==> src/rtl/lsr_ram.sv <==
// Generic single-write, single-read RAM with a registered read port.
// Stands alone; instanced for the tag rows and the valid/order rows.
module lsr_ram #(
  parameter int WIDTH = 8,
  parameter int DEPTH = 16,
  parameter int AW    = (DEPTH > 1) ? $clog2(DEPTH) : 1
) (
  input  logic             clk,
  input  logic             we,
  input  logic [AW-1:0]    waddr,
  input  logic [WIDTH-1:0] wdata,
  input  logic             re,
  input  logic [AW-1:0]    raddr,
  output logic [WIDTH-1:0] rdata
);

  logic [WIDTH-1:0] mem [DEPTH];
  logic [WIDTH-1:0] rdata_r;

  always_ff @(posedge clk) begin
    if (we) begin
      mem[waddr] <= wdata;
    end
    if (re) begin
      rdata_r <= mem[raddr];
    end
  end

  assign rdata = rdata_r;

endmodule

==> config.mk <==
export PLATFORM = sky130hd
export DESIGN_NAME = lsr_ram
export DESIGN_NICKNAME = d
export VERILOG_FILES = /design/src/rtl/lsr_ram.sv
export SDC_FILE = /design/constraint.sdc
export NUM_CORES = 1
export LEC_CHECK = 0
export ABC_CLOCK_PERIOD_IN_PS = 4000
export BUFFER_PORTS_ARGS = -buffer_cell sky130_fd_sc_hd__buf_2
export CAP_MARGIN = 5
export CORE_UTILIZATION = 48
export CTS_CLUSTER_SIZE = 14
export DETAILED_ROUTE_END_ITERATION = 7
export SYNTH_ARGS = -nofsm -noshare
export SYNTH_HDL_FRONTEND = slang
export SYNTH_SLANG_ARGS = --single-unit
==> constraint.sdc <==
create_clock -name clk -period 4 [get_ports clk]
set_input_delay 0.2 -clock clk [delete_from_list [all_inputs] [get_ports clk]]
set_output_delay 0.2 -clock clk [all_outputs]
set_load 0.02 [all_outputs]
; ---- After elaboration in Yosys (flattened, before gate mapping)
; Memories as Yosys holds them, arrays and structs flattened. A register that Yosys moved wholly into a read port is not among the register bits.
; Cells that the tools add are included.
[totals]
out_inout_bits = 8
elab_cells = 3
reg_bits = 0
ramBits = 128
memories = 1
[classes]
muxes = 2
[memory_table]
columns = name, depth, width, rd, rd_clocked_by_memory_dff, wr, line
row1 = mem, 16, 8, 1, 1, 1, 17  ; logic [WIDTH-1:0] mem [DEPTH];
[ops]
columns = cell, count
row1 = two-way mux 1 bit, 2

; ---- Logic depth before layout (Yosys ltp)
[logic_depth]
depth_word = 2
mapped_depth = 5
depth_no_buf = 3

; ---- Worst setup path before layout
; No wires, ideal clock.
[synth_path]
path_kind = input-to-reg
start = input port waddr[2]
end = memory mem[0][0] (enable)
arrival_time_ns = 1.310
path_slack_ns = 2.307
stages = 2
path_cell_list = or3b_2 -> nor3_1
[synth_lines]
columns = item, line
row1 = "start, declared", 10  ; input logic [AW-1:0] waddr,
row2 = "end, declared", 17
; Straight into the memory's write port.

==> results.tsv <==
stage	metric	value	unit
run_status	outcome	finished clean	
synth	fraction of registers with async set or reset after synthesis	0	%
grt	overflow left after global routing	0	
synth	count of mapped cells out of synthesis	229	
placed_design	final estimated routing congestion in global placement	0.6991	
clocking	Resize count post-CTS	0	
synth	dominant cells by area after synthesis	sky130_fd_sc_hd__edfxtp_1 (78%), sky130_fd_sc_hd__mux4_2 (7.8%), sky130_fd_sc_hd__mux4_1 (7.0%)	
detailed_routing	number of optimization iterations in the first detailed-route pass	4	
final_layout	fraction of layout cells with a size suffix above 1	25.36	%
detailed_routing	DRC violations left	0	
worst_setup_path	data arrival time at the worst-slack endpoint	2.02	ns
grt	pin count of the biggest net entering global routing	33	
grt	Tot GR Track Use	18.57	%
placed_design	number of cells in the design after placement	383	
detailed_routing	DRT antenna net count	0	
synth	proportion of netlist area held by the largest area contributor	78.12	%
detailed_routing	drt initial violations	159	
synth	Synth cell types	18	
floorplan	Core Region	0.01046	mm²
placed_design	Detail Placement HPWL	5926	µm
clocking	number of clock sinks	136	
placed_design	PortBufs	26	
power	standby leakage power	1.963	nW
worst_setup_path	critical path type	input pin to register	
hold_path	origin of the worst min-delay path	re	
clocking	clock tree from TritonCTS	done	
sta	final critical-path required period	1.783	ns
floorplan	row count	37	
worst_setup_path	reg2reg path depth	3	
final_layout	number of nets in the layout	285	
sta	relative max-transition margin	30.15	%
clocking	clk slew on worst S/H paths	0.06	ns
grt	antenna violations before repair	0	
floorplan	number of primary I/O pins	27	
sta	post-route clock skew	0.007424	ns
synth	Net Count, Synth	248	
worst_setup_path	Reg2Reg Launch Point	mem[9][5]	
power	Tot Pwr	3.064	mW
floorplan	die width	106.4	µm
detailed_routing	number of vias per cell	5.653	
synth	sequential share of the synthesized area	78.12	%
synth	synth warn	0	
synth	number of synthesized flops with an enable pin	136	
clocking	worst-skew pair later-pin latency	0.51	ns
synth	most used standard cell by instance count after synthesis	sky130_fd_sc_hd__edfxtp_1	
worst_setup_path	Worst Path Required	4.23	ns
worst_setup_path	CP startpoint kind	input pin	
sta	final period utilization	44.59	%
sta	transition time at the pin with the least slew margin	1.048	ns
worst_setup_path	Worst setup EP type	register	
power	PD cells	514.5	mW/mm²
job	max-cap violation count	0	
hold_path	endpoint with the worst hold slack	rdata[3]	
clocking	CTS Root Buffer Type	sky130_fd_sc_hd__clkbuf_8	
sta	unrepaired setup endpoints after global routing	no	
clocking	number of H-tree levels	4	
detailed_routing	drt wl/cell	22.98	µm
synth	cell accounting for the most synthesized area	sky130_fd_sc_hd__edfxtp_1	
synth	cell area after synthesis	0.005228	mm²
sta	Max Clk Rate	0.5607	GHz
clocking	hold_buf cts	0	
placed_design	dpl ws	1.634	ns
power	largest voltage drop on the vdd net	0.1885	mV
sta	worst setup slack after layout	2.217	ns
detailed_routing	Routed Wire Length	9468	µm
sta	final setup fails	0	
final_layout	number of cells in the finished layout apart from fillers	412	
clocking	count of buffers added by post-CTS timing repair for setup	0	
grt	via count of the first global-routing pass	2505	
sta	final hold violations	0	
floorplan	Die Y-Extent	106.4	µm
clocking	maximum root-to-sink buffer count	2	
synth	Mapped Avg Cell Area	22.83	µm²
hold_path	cell depth of the worst min-delay path	1	
worst_setup_path	endpoint of the most critical register-to-register path	rdata[5]	
sta	number of max-slew violations in the final report	0	
synth	number of register bits inferred by synthesis	136	
sta	Total Neg Setup Slack	0	ns
grt	first-pass GRT wire length	14170	µm
synth	leading cell types by count after synthesis	sky130_fd_sc_hd__edfxtp_1 (136), sky130_fd_sc_hd__mux4_2 (18), sky130_fd_sc_hd__a22oi_1 (16)	
floorplan	effective utilization at floorplan	49.96	%
clocking	Inserted Clock Buffers	17	
floorplan	die outline area	0.01131	mm²
sta	Final Hold Slack	0.07107	ns
worst_setup_path	Critical Path Fanout Max	32	
hold_path	class of the most critical hold timing path	input pin to register	
detailed_routing	via count	2329	
final_layout	layout-stage area growth over the synthesis result	13.93	%
synth	most common flop cell mapped by yosys	sky130_fd_sc_hd__edfxtp_1	
final_layout	diode count	0	
worst_setup_path	setup slack, reg-to-reg	2.50	ns
## worst max-delay path, cell delays in order
cell and delay, ns:
sky130_fd_sc_hd__buf_2 0.76, sky130_fd_sc_hd__mux4_1 0.65, sky130_fd_sc_hd__a22oi_1 0.23, sky130_fd_sc_hd__nand2_1 0.15
## logic make-up (layout without fill, tap and decap cells)
group                  after synthesis  in the layout  synth area share, %
muxes                               32             32                14.79
AOI/OAI and AO/OA                   16             16                2.298
buffers and inverters               10             57                1.651
DFF                                136            136                78.12
and+or+nand+nor                     35             35                3.136
## cell type report
class	instances	area [µm²]
Clock inverter	7	56.30
Tap cell	136	170.2
Timing Repair Buffer	28	145.1
Multi-Input combinational cell	83	1067
Clock buffer	22	432.9
Fill cell	805	4507
Sequential cell	136	4084
## per-layer routing
metal	track usage, %	vias up	part of all wire (%)
met5	0	-	0
met1	24.74	1218	44
li1	-	1053	-
met2	28.71	52	51
met3	4.476	6	3.4
met4	9.524	0	0.87
## worst max-delay path by stage
| stage | from | endpoint | slack [ns] | cells after the start |
|---|---|---|---|---|
| 6_report | raddr[0] | rdata[5] | 2.22 | 4 |
| 5_1_grt | raddr[0] | rdata[5] | 2.07 | 4 |
| 4_1_cts | raddr[0] | rdata[5] | 2.18 | 4 |
| 3_5_place_dp | raddr[0] | rdata[5] | 1.63 | 4 |
| 3_3_place_gp | raddr[0] | rdata[4] | 1.65 | 4 |
| 2_1_floorplan | waddr[2] | mem[0][0] | 2.31 | 2 |
## per-stage QoR
stage	utilization [%]	area, µm²
finish	56.92	5956
global route	56.92	5956
CTS	56.92	5956
detailed placement	52.25	5466
global placement	52.25	5466
floorplan	-	5228
## state kept, by name (all words and copies together) (netlist names)
name   cells
mem      128
rdata      8
## cell usage in the layout (no fill, tap or decap), types with 3 or more instances in the layout
| cell | instances |
|---|---|
| sky130_fd_sc_hd__buf_2 | 26 |
| sky130_fd_sc_hd__a22oi_1 | 16 |
| sky130_fd_sc_hd__clkbuf_1 | 5 |
| sky130_fd_sc_hd__mux4_2 | 18 |
| sky130_fd_sc_hd__nor2_1 | 13 |
| sky130_fd_sc_hd__clkinv_1 | 3 |
| sky130_fd_sc_hd__edfxtp_1 | 136 |
| sky130_fd_sc_hd__mux4_1 | 14 |
| sky130_fd_sc_hd__nand2_1 | 9 |
| sky130_fd_sc_hd__clkbuf_16 | 16 |
| sky130_fd_sc_hd__clkinv_2 | 3 |
## power breakdown
group	internal, mW	switching, mW	total, mW
Combinational	0.0557	0.0873	0.143
Sequential	1.61	0.00803	1.62
Clock	0.801	0.505	1.31
Note: power is estimated with default switching activity, not from simulation.
