$ cat config.mk
export PLATFORM = sky130hd
export DESIGN_NAME = lsr_lookup
export DESIGN_NICKNAME = d
export VERILOG_FILES = /design/src/rtl/lsr_pkg.sv /design/src/rtl/lsr_lookup.sv
export SDC_FILE = /design/constraint.sdc
export NUM_CORES = 1
export LEC_CHECK = 0
export ABC_AREA = 0
export BUFFER_PORTS_ARGS = -buffer_cell sky130_fd_sc_hd__buf_2
export CAP_MARGIN = 25
export CORE_AREA = 2 2 159 161
export DETAILED_ROUTE_END_ITERATION = 12
export DIE_AREA = 0 0 161 163
export PLACE_DENSITY = 0.57
export SYNTH_ARGS = -nofsm -noshare
export SYNTH_HDL_FRONTEND = slang
export SYNTH_SLANG_ARGS = --single-unit
$ cat constraint.sdc
create_clock -name vclk -period 12.9
set_clock_uncertainty 0.15 [all_clocks]
set_input_delay 3.225 -clock vclk [all_inputs]
set_output_delay 3.225 -clock vclk [all_outputs]
set_load 0.05 [all_outputs]
$ cat src/rtl/lsr_pkg.sv
// Package for the LRU set replacement block: sizes, row types and access kinds.
// Used by lru_set_replacement, lsr_lookup and the testbench; depends on nothing else.
package lsr_pkg;

  localparam int SETS     = 64;
  localparam int WAYS     = 8;
  localparam int TAG_BITS = 20;

  localparam int IN_SET_W   = 6;
  localparam int IN_TAG_W   = 20;
  localparam int OUT_KIND_W = 2;
  localparam int OUT_WAY_W  = 3;

  localparam int SET_W = (SETS > 1) ? $clog2(SETS) : 1;
  localparam int WAY_W = (WAYS > 1) ? $clog2(WAYS) : 1;

  typedef logic [SET_W-1:0]    set_t;
  typedef logic [WAY_W-1:0]    way_t;
  typedef logic [TAG_BITS-1:0] tag_t;
  typedef logic [WAYS-1:0]     valid_t;
  typedef way_t [WAYS-1:0]     order_t;
  typedef tag_t [WAYS-1:0]     tags_t;

  typedef struct packed {
    valid_t valid;
    order_t order;
  } meta_t;

  typedef enum logic [OUT_KIND_W-1:0] {
    KIND_HIT      = 2'd0,
    KIND_COLD     = 2'd1,
    KIND_CONFLICT = 2'd2
  } kind_t;

  typedef struct packed {
    kind_t kind;
    way_t  way;
  } result_t;

  typedef enum logic {
    ST_IDLE,
    ST_LOOKUP
  } state_t;

  function automatic order_t ident_order();
    order_t o;
    for (int p = 0; p < WAYS; p++) begin
      o[p] = WAY_W'(p);
    end
    return o;
  endfunction

  function automatic set_t wrap_set(logic [IN_SET_W-1:0] v);
    set_t r;
    r = '0;
    for (int i = 0; i < (1 << IN_SET_W); i++) begin
      if (v == IN_SET_W'(i)) begin
        r = SET_W'(i % SETS);
      end
    end
    return r;
  endfunction

endpackage

$ cat src/rtl/lsr_lookup.sv
// Tag match, victim choice and move-to-front update for one set row.
// Depends on lsr_pkg for the row types and access kinds.
module lsr_lookup (
  input  lsr_pkg::valid_t  valid,
  input  lsr_pkg::order_t  order,
  input  lsr_pkg::tags_t   tags,
  input  lsr_pkg::tag_t    tag,
  output lsr_pkg::result_t res,
  output lsr_pkg::valid_t  valid_nxt,
  output lsr_pkg::order_t  order_nxt,
  output lsr_pkg::tags_t   tags_nxt
);
  import lsr_pkg::*;

  valid_t hit_way;
  logic   found;
  way_t   pos;
  way_t   cur;
  way_t   chosen;
  kind_t  kind;

  always_comb begin
    for (int w = 0; w < WAYS; w++) begin
      hit_way[w] = valid[w] && (tags[w] == tag);
    end
  end

  // The first position, most recent first, that holds a hit or an empty way wins.
  always_comb begin
    found = 1'b0;
    pos   = WAY_W'(WAYS - 1);
    kind  = KIND_CONFLICT;
    cur   = '0;
    for (int p = 0; p < WAYS; p++) begin
      cur = order[p];
      if (!found) begin
        if (hit_way[cur]) begin
          found = 1'b1;
          pos   = WAY_W'(p);
          kind  = KIND_HIT;
        end else if (!valid[cur]) begin
          found = 1'b1;
          pos   = WAY_W'(p);
          kind  = KIND_COLD;
        end
      end
    end
  end

  assign chosen = order[pos];

  always_comb begin
    valid_nxt = valid;
    tags_nxt  = tags;
    if (kind != KIND_HIT) begin
      valid_nxt[chosen] = 1'b1;
      tags_nxt[chosen]  = tag;
    end
  end

  always_comb begin
    order_nxt[0] = chosen;
    for (int p = 1; p < WAYS; p++) begin
      order_nxt[p] = (WAY_W'(p) <= pos) ? order[p-1] : order[p];
    end
  end

  assign res.kind = kind;
  assign res.way  = chosen;

endmodule

; ---- Word-level counts from Yosys, hierarchy flattened
; Index checks and enable logic that the tools add are counted.
[word_totals]
regBits = 0
wordCells = 151
[classes]
magnitude_cmp = 18
eq_ne = 8
muxes = 114
bitwise_logic = 1
reduce_logical = 10
[op_table]
columns = cell, n
row1 = bitwise mux 160 bit, 1
row2 = equality test 20 bit, 8
row3 = 2-to-1 mux 160 bit, 1
row4 = 2-to-1 mux 3 bit, 31
row5 = demux 20 bit (select 3 bit), 1
row6 = binary-select mux 1 bit (select 3 bit), 16
row7 = 2-to-1 mux 2 bit, 23
row8 = < comparator 3 x 4 -> 1 bit (second input constant), 10
row9 = 2-to-1 mux 1 bit, 37
row10 = 2-to-1 mux 20 bit, 1
row11 = less-or-equal comparator 3 bit (first input constant), 4
row12 = binary-select mux 3 bit (select 3 bit), 1
row13 = logical AND 1 bit, 9
row14 = 2-to-1 mux 8 bit, 1
row15 = OR 8 bit, 1
row16 = less-or-equal comparator 2 x 3 -> 1 bit (first input constant), 2
row17 = demux 1 bit (select 3 bit), 1
row18 = greater-or-equal comparator 3 x 1 -> 1 bit (second input constant), 1
row19 = less-or-equal comparator 1 x 3 -> 1 bit (first input constant), 1
row20 = nonzero test 2 bit, 1

; ---- Longest topological paths before layout
[depth]
word_depth = 34
ltp_mapped = 18
mapped_depth_nobuf = 14

; ---- Worst setup path before layout
; Ideal clock, no wire load.
[synth_path]
path_kind = input to output
startpoint = input tag[3]
endpoint = output tags_nxt[101] in the netlist's numbering
arrival_ns = 7.901
slack_ns = 1.624
path_stages = 15
n_path_buf = 2
cell_sequence = buf_2 > xor2_1 > or4b_4 > nor4b_4 > and2_4 > mux4_2 > or2_1 > a31oi_1 > a311oi_2 > mux2_2 > a221oi_2 > nand2_1 > nor3_2 > buf_4 > mux2_1
[synth_rtl]
columns = item, line
row1 = "start, declared", lsr_lookup.sv:7  ; input lsr_pkg::tag_t tag,
row2 = "end, declared", lsr_lookup.sv:11  ; output lsr_pkg::tags_t tags_nxt

==> metrics.md <==
| Metric | Value |
|---|---|
| Initial antenna violation count | `6` |
| Cell with the most instances after synthesis | `mux2_1` |
| Setup Viol. Count Final | `0` |
| Most frequent cells after synthesis | `mux2_1, xnor2_1, nand4_1` |
| Mapped Nets | `between 900 and 1000` |
| Nets | `1328` |
| Largest net degree at the start of global routing | `22` |
| Critical Path Max Stage Delay | `790 ps` |
| Count of cell types in the netlist | `73` |
| CP max stage cell | `nor4_1` |
| Initial drt markers | `just over 500` |
| Overall die area | `26200 um^2` |
| Die Y | `about 160 um` |
| Vias | `between 7000 and 8000` |
| Hold path depth | `4` |
| Final cycle utilization of the critical path | `95.9%` |
| Count of pins over their slew limit | `0` |
| Ports | `409` |
| Area contributors post-synth | `mux2_1, xnor2_1, mux4_2` |
| Yosys top cell by area | `mux2_1` |
| Cell breakdown of the critical path | `buf_2 -> xnor2_1 -> nand4_1 -> nor4_1 -> nand2_1 -> mux4_2 -> mux2i_2 -> or3_1 -> nor2_1 -> and3_1 -> a32oi_1 -> nand2b_1 -> nor3_4 -> buf_4 -> mux2_1 -> buf_2` |
| CP required | `9520 ps` |
| Setup repair after global routing missed its margin | `no` |
| Post-CTS Hold Buffers | `0` |
| Leakage power | `roughly 3.6 nW` |
| Worst hold endpoint | `order_nxt[5]` |
| Post-DP HPWL | `31000 um` |
| Core area | `24700 um^2` |
| Number of setup buffers added after CTS | `0` |
| Crit path max fanout | `17` |
| Worst Setup Slack, final | `about 530 ps` |
| Post-DR vias/cell | `5.49` |
| Seq/Total Area, Yosys | `0%` |
| Seq_cells | `0` |
| First-pass DRT Iterations | `5` |
| # port buffers | `between 400 and 500` |
| Synth warnings | `0` |
| Rows | `58` |
| Finished Layout Cells | `1446` |
| Mapped cell area | `6560 um^2` |
| WHS | `6750 ps` |
| Total power divided by cell area | `roughly 79 nW/um^2` |
| Slew margin rel. | `roughly 41%` |
| Number of global-route vias before repair | `7513` |
| Placer Congestion | `around 0.95` |
| Tightest Pin Transition | `884 ps` |
| CLK BUF | `0` |
| Total Power | `0.693 mW` |
| Setup TNS | `0 ps` |
| Placed instance area | `8710 um^2` |
| # placed instances | `1444` |
| Total gr overflow | `0` |
| Final instance area | `8720 um^2` |
| Die Span X | `161 um` |
| # DRC | `0` |
| Routed wire length | `roughly 37000 um` |
| Mean routed wirelength per cell | `25.8 um` |
| Synth top area share | `about 25%` |
| Initial core utilization | `26.6%` |
| Status | `completed` |
| Storage cell area | `0 um^2` |
| Global-route usage over all layers | `26.6%` |
| Area Overhead vs Synth | `32.9%` |
| Routed Antenna Nets | `0` |
| Critical Path AT | `roughly 9000 ps` |
| Crit path top cell by count | `buf_2` |
| Final min period | `~12000 ps` |
| Max cap viols | `0` |
| Worst Setup Start Kind | `input port` |
| Synth Area per Inst | `about 8.5 um^2` |
| Core Util, Final | `35.3%` |
| Worst setup path class | `input port to output port` |
| Fmax | `around 81 MHz` |
| Worst Hold Class | `input port to output port` |
| Final Hold Viols | `0` |
| Maximum vdd ir drop | `approximately 0.088 mV` |
| Min-delay src | `order[2]` |
| CP endpoint kind | `output port` |
| PostCTS Resize Cnt | `0` |
| Synth Instances | `about 780` |
| First-pass GRT wire length | `51600 um` |
| Place WS | `532 ps` |
| Layout cell share with drive strength beyond 1 | `about 46%` |
[routing by layer]
metal	track usage [%]	vias up	share of wire (%)
li1	-	3541	-
met1	34.9	3922	42
met2	47.2	439	49
met3	3.34	37	7.2
met4	4.83	6	1.7
met5	0	-	0.15
[final cells by class]
cell class         instances  area, um^2
repair buffers           424        2200
fillers                 2708       16000
inverters                 11        45.0
multi-input cells        679        6050
well taps                330         413
diodes                     2        5.00
[how the worst max path moves through the flow]
| stage | startpoint | endpoint | slack, ps |
|---|---|---|---|
| global placement | tag[10] | tags_nxt[80] | 470 |
| global route | tag[10] | tags_nxt[41] | 310 |
| floorplan | tag[3] | tags_nxt[101] | 1620 |
| finish | tag[10] | tags_nxt[41] | 530 |
| detailed placement | tag[10] | tags_nxt[41] | 530 |
| CTS | tag[10] | tags_nxt[41] | 520 |
[critical path: cells and delay by family]
family	cells	cell delay, ps
AND/OR/NAND/NOR	8	2920
XOR/XNOR	1	290
buffers and inverters	3	1050
AO/OA/AOI/OAI	1	260
multiplexers	3	1210
[cell usage in the layout (no fill, tap or decap), types with 7 or more instances in the layout]
| cell | n |
|---|---|
| nand4_1 | 45 |
| nor4_1 | 15 |
| mux2_2 | 35 |
| mux4_2 | 22 |
| xor2_1 | 30 |
| mux2_1 | 145 |
| nand2b_1 | 7 |
| nand2_1 | 41 |
| nor2b_1 | 9 |
| nor2_1 | 21 |
| inv_1 | 9 |
| o21ai_0 | 13 |
| buf_4 | 12 |
| mux2i_1 | 13 |
| and3_1 | 7 |
| nand3_1 | 25 |
| buf_2 | 409 |
| xnor2_1 | 127 |
| nor3_4 | 9 |
| a21oi_1 | 11 |
[cell families after synthesis]
logic type	Yosys count	synth area share, %
compound gates	72	8.30
xor+xnor	158	21.2
buf+inv	97	8.07
mux	216	40.7
simple gates	233	21.8
[report_power, final]
| group | total, mW | internal (mW) | switching (mW) |
|---|---|---|---|
| Combinational | 0.693 | 0.198 | 0.495 |
| Clock | 0.0000000208 | 0.0000000208 | 0 |
| Sequential | 0 | 0 | 0 |
Note: power is estimated with default switching activity, not from simulation.
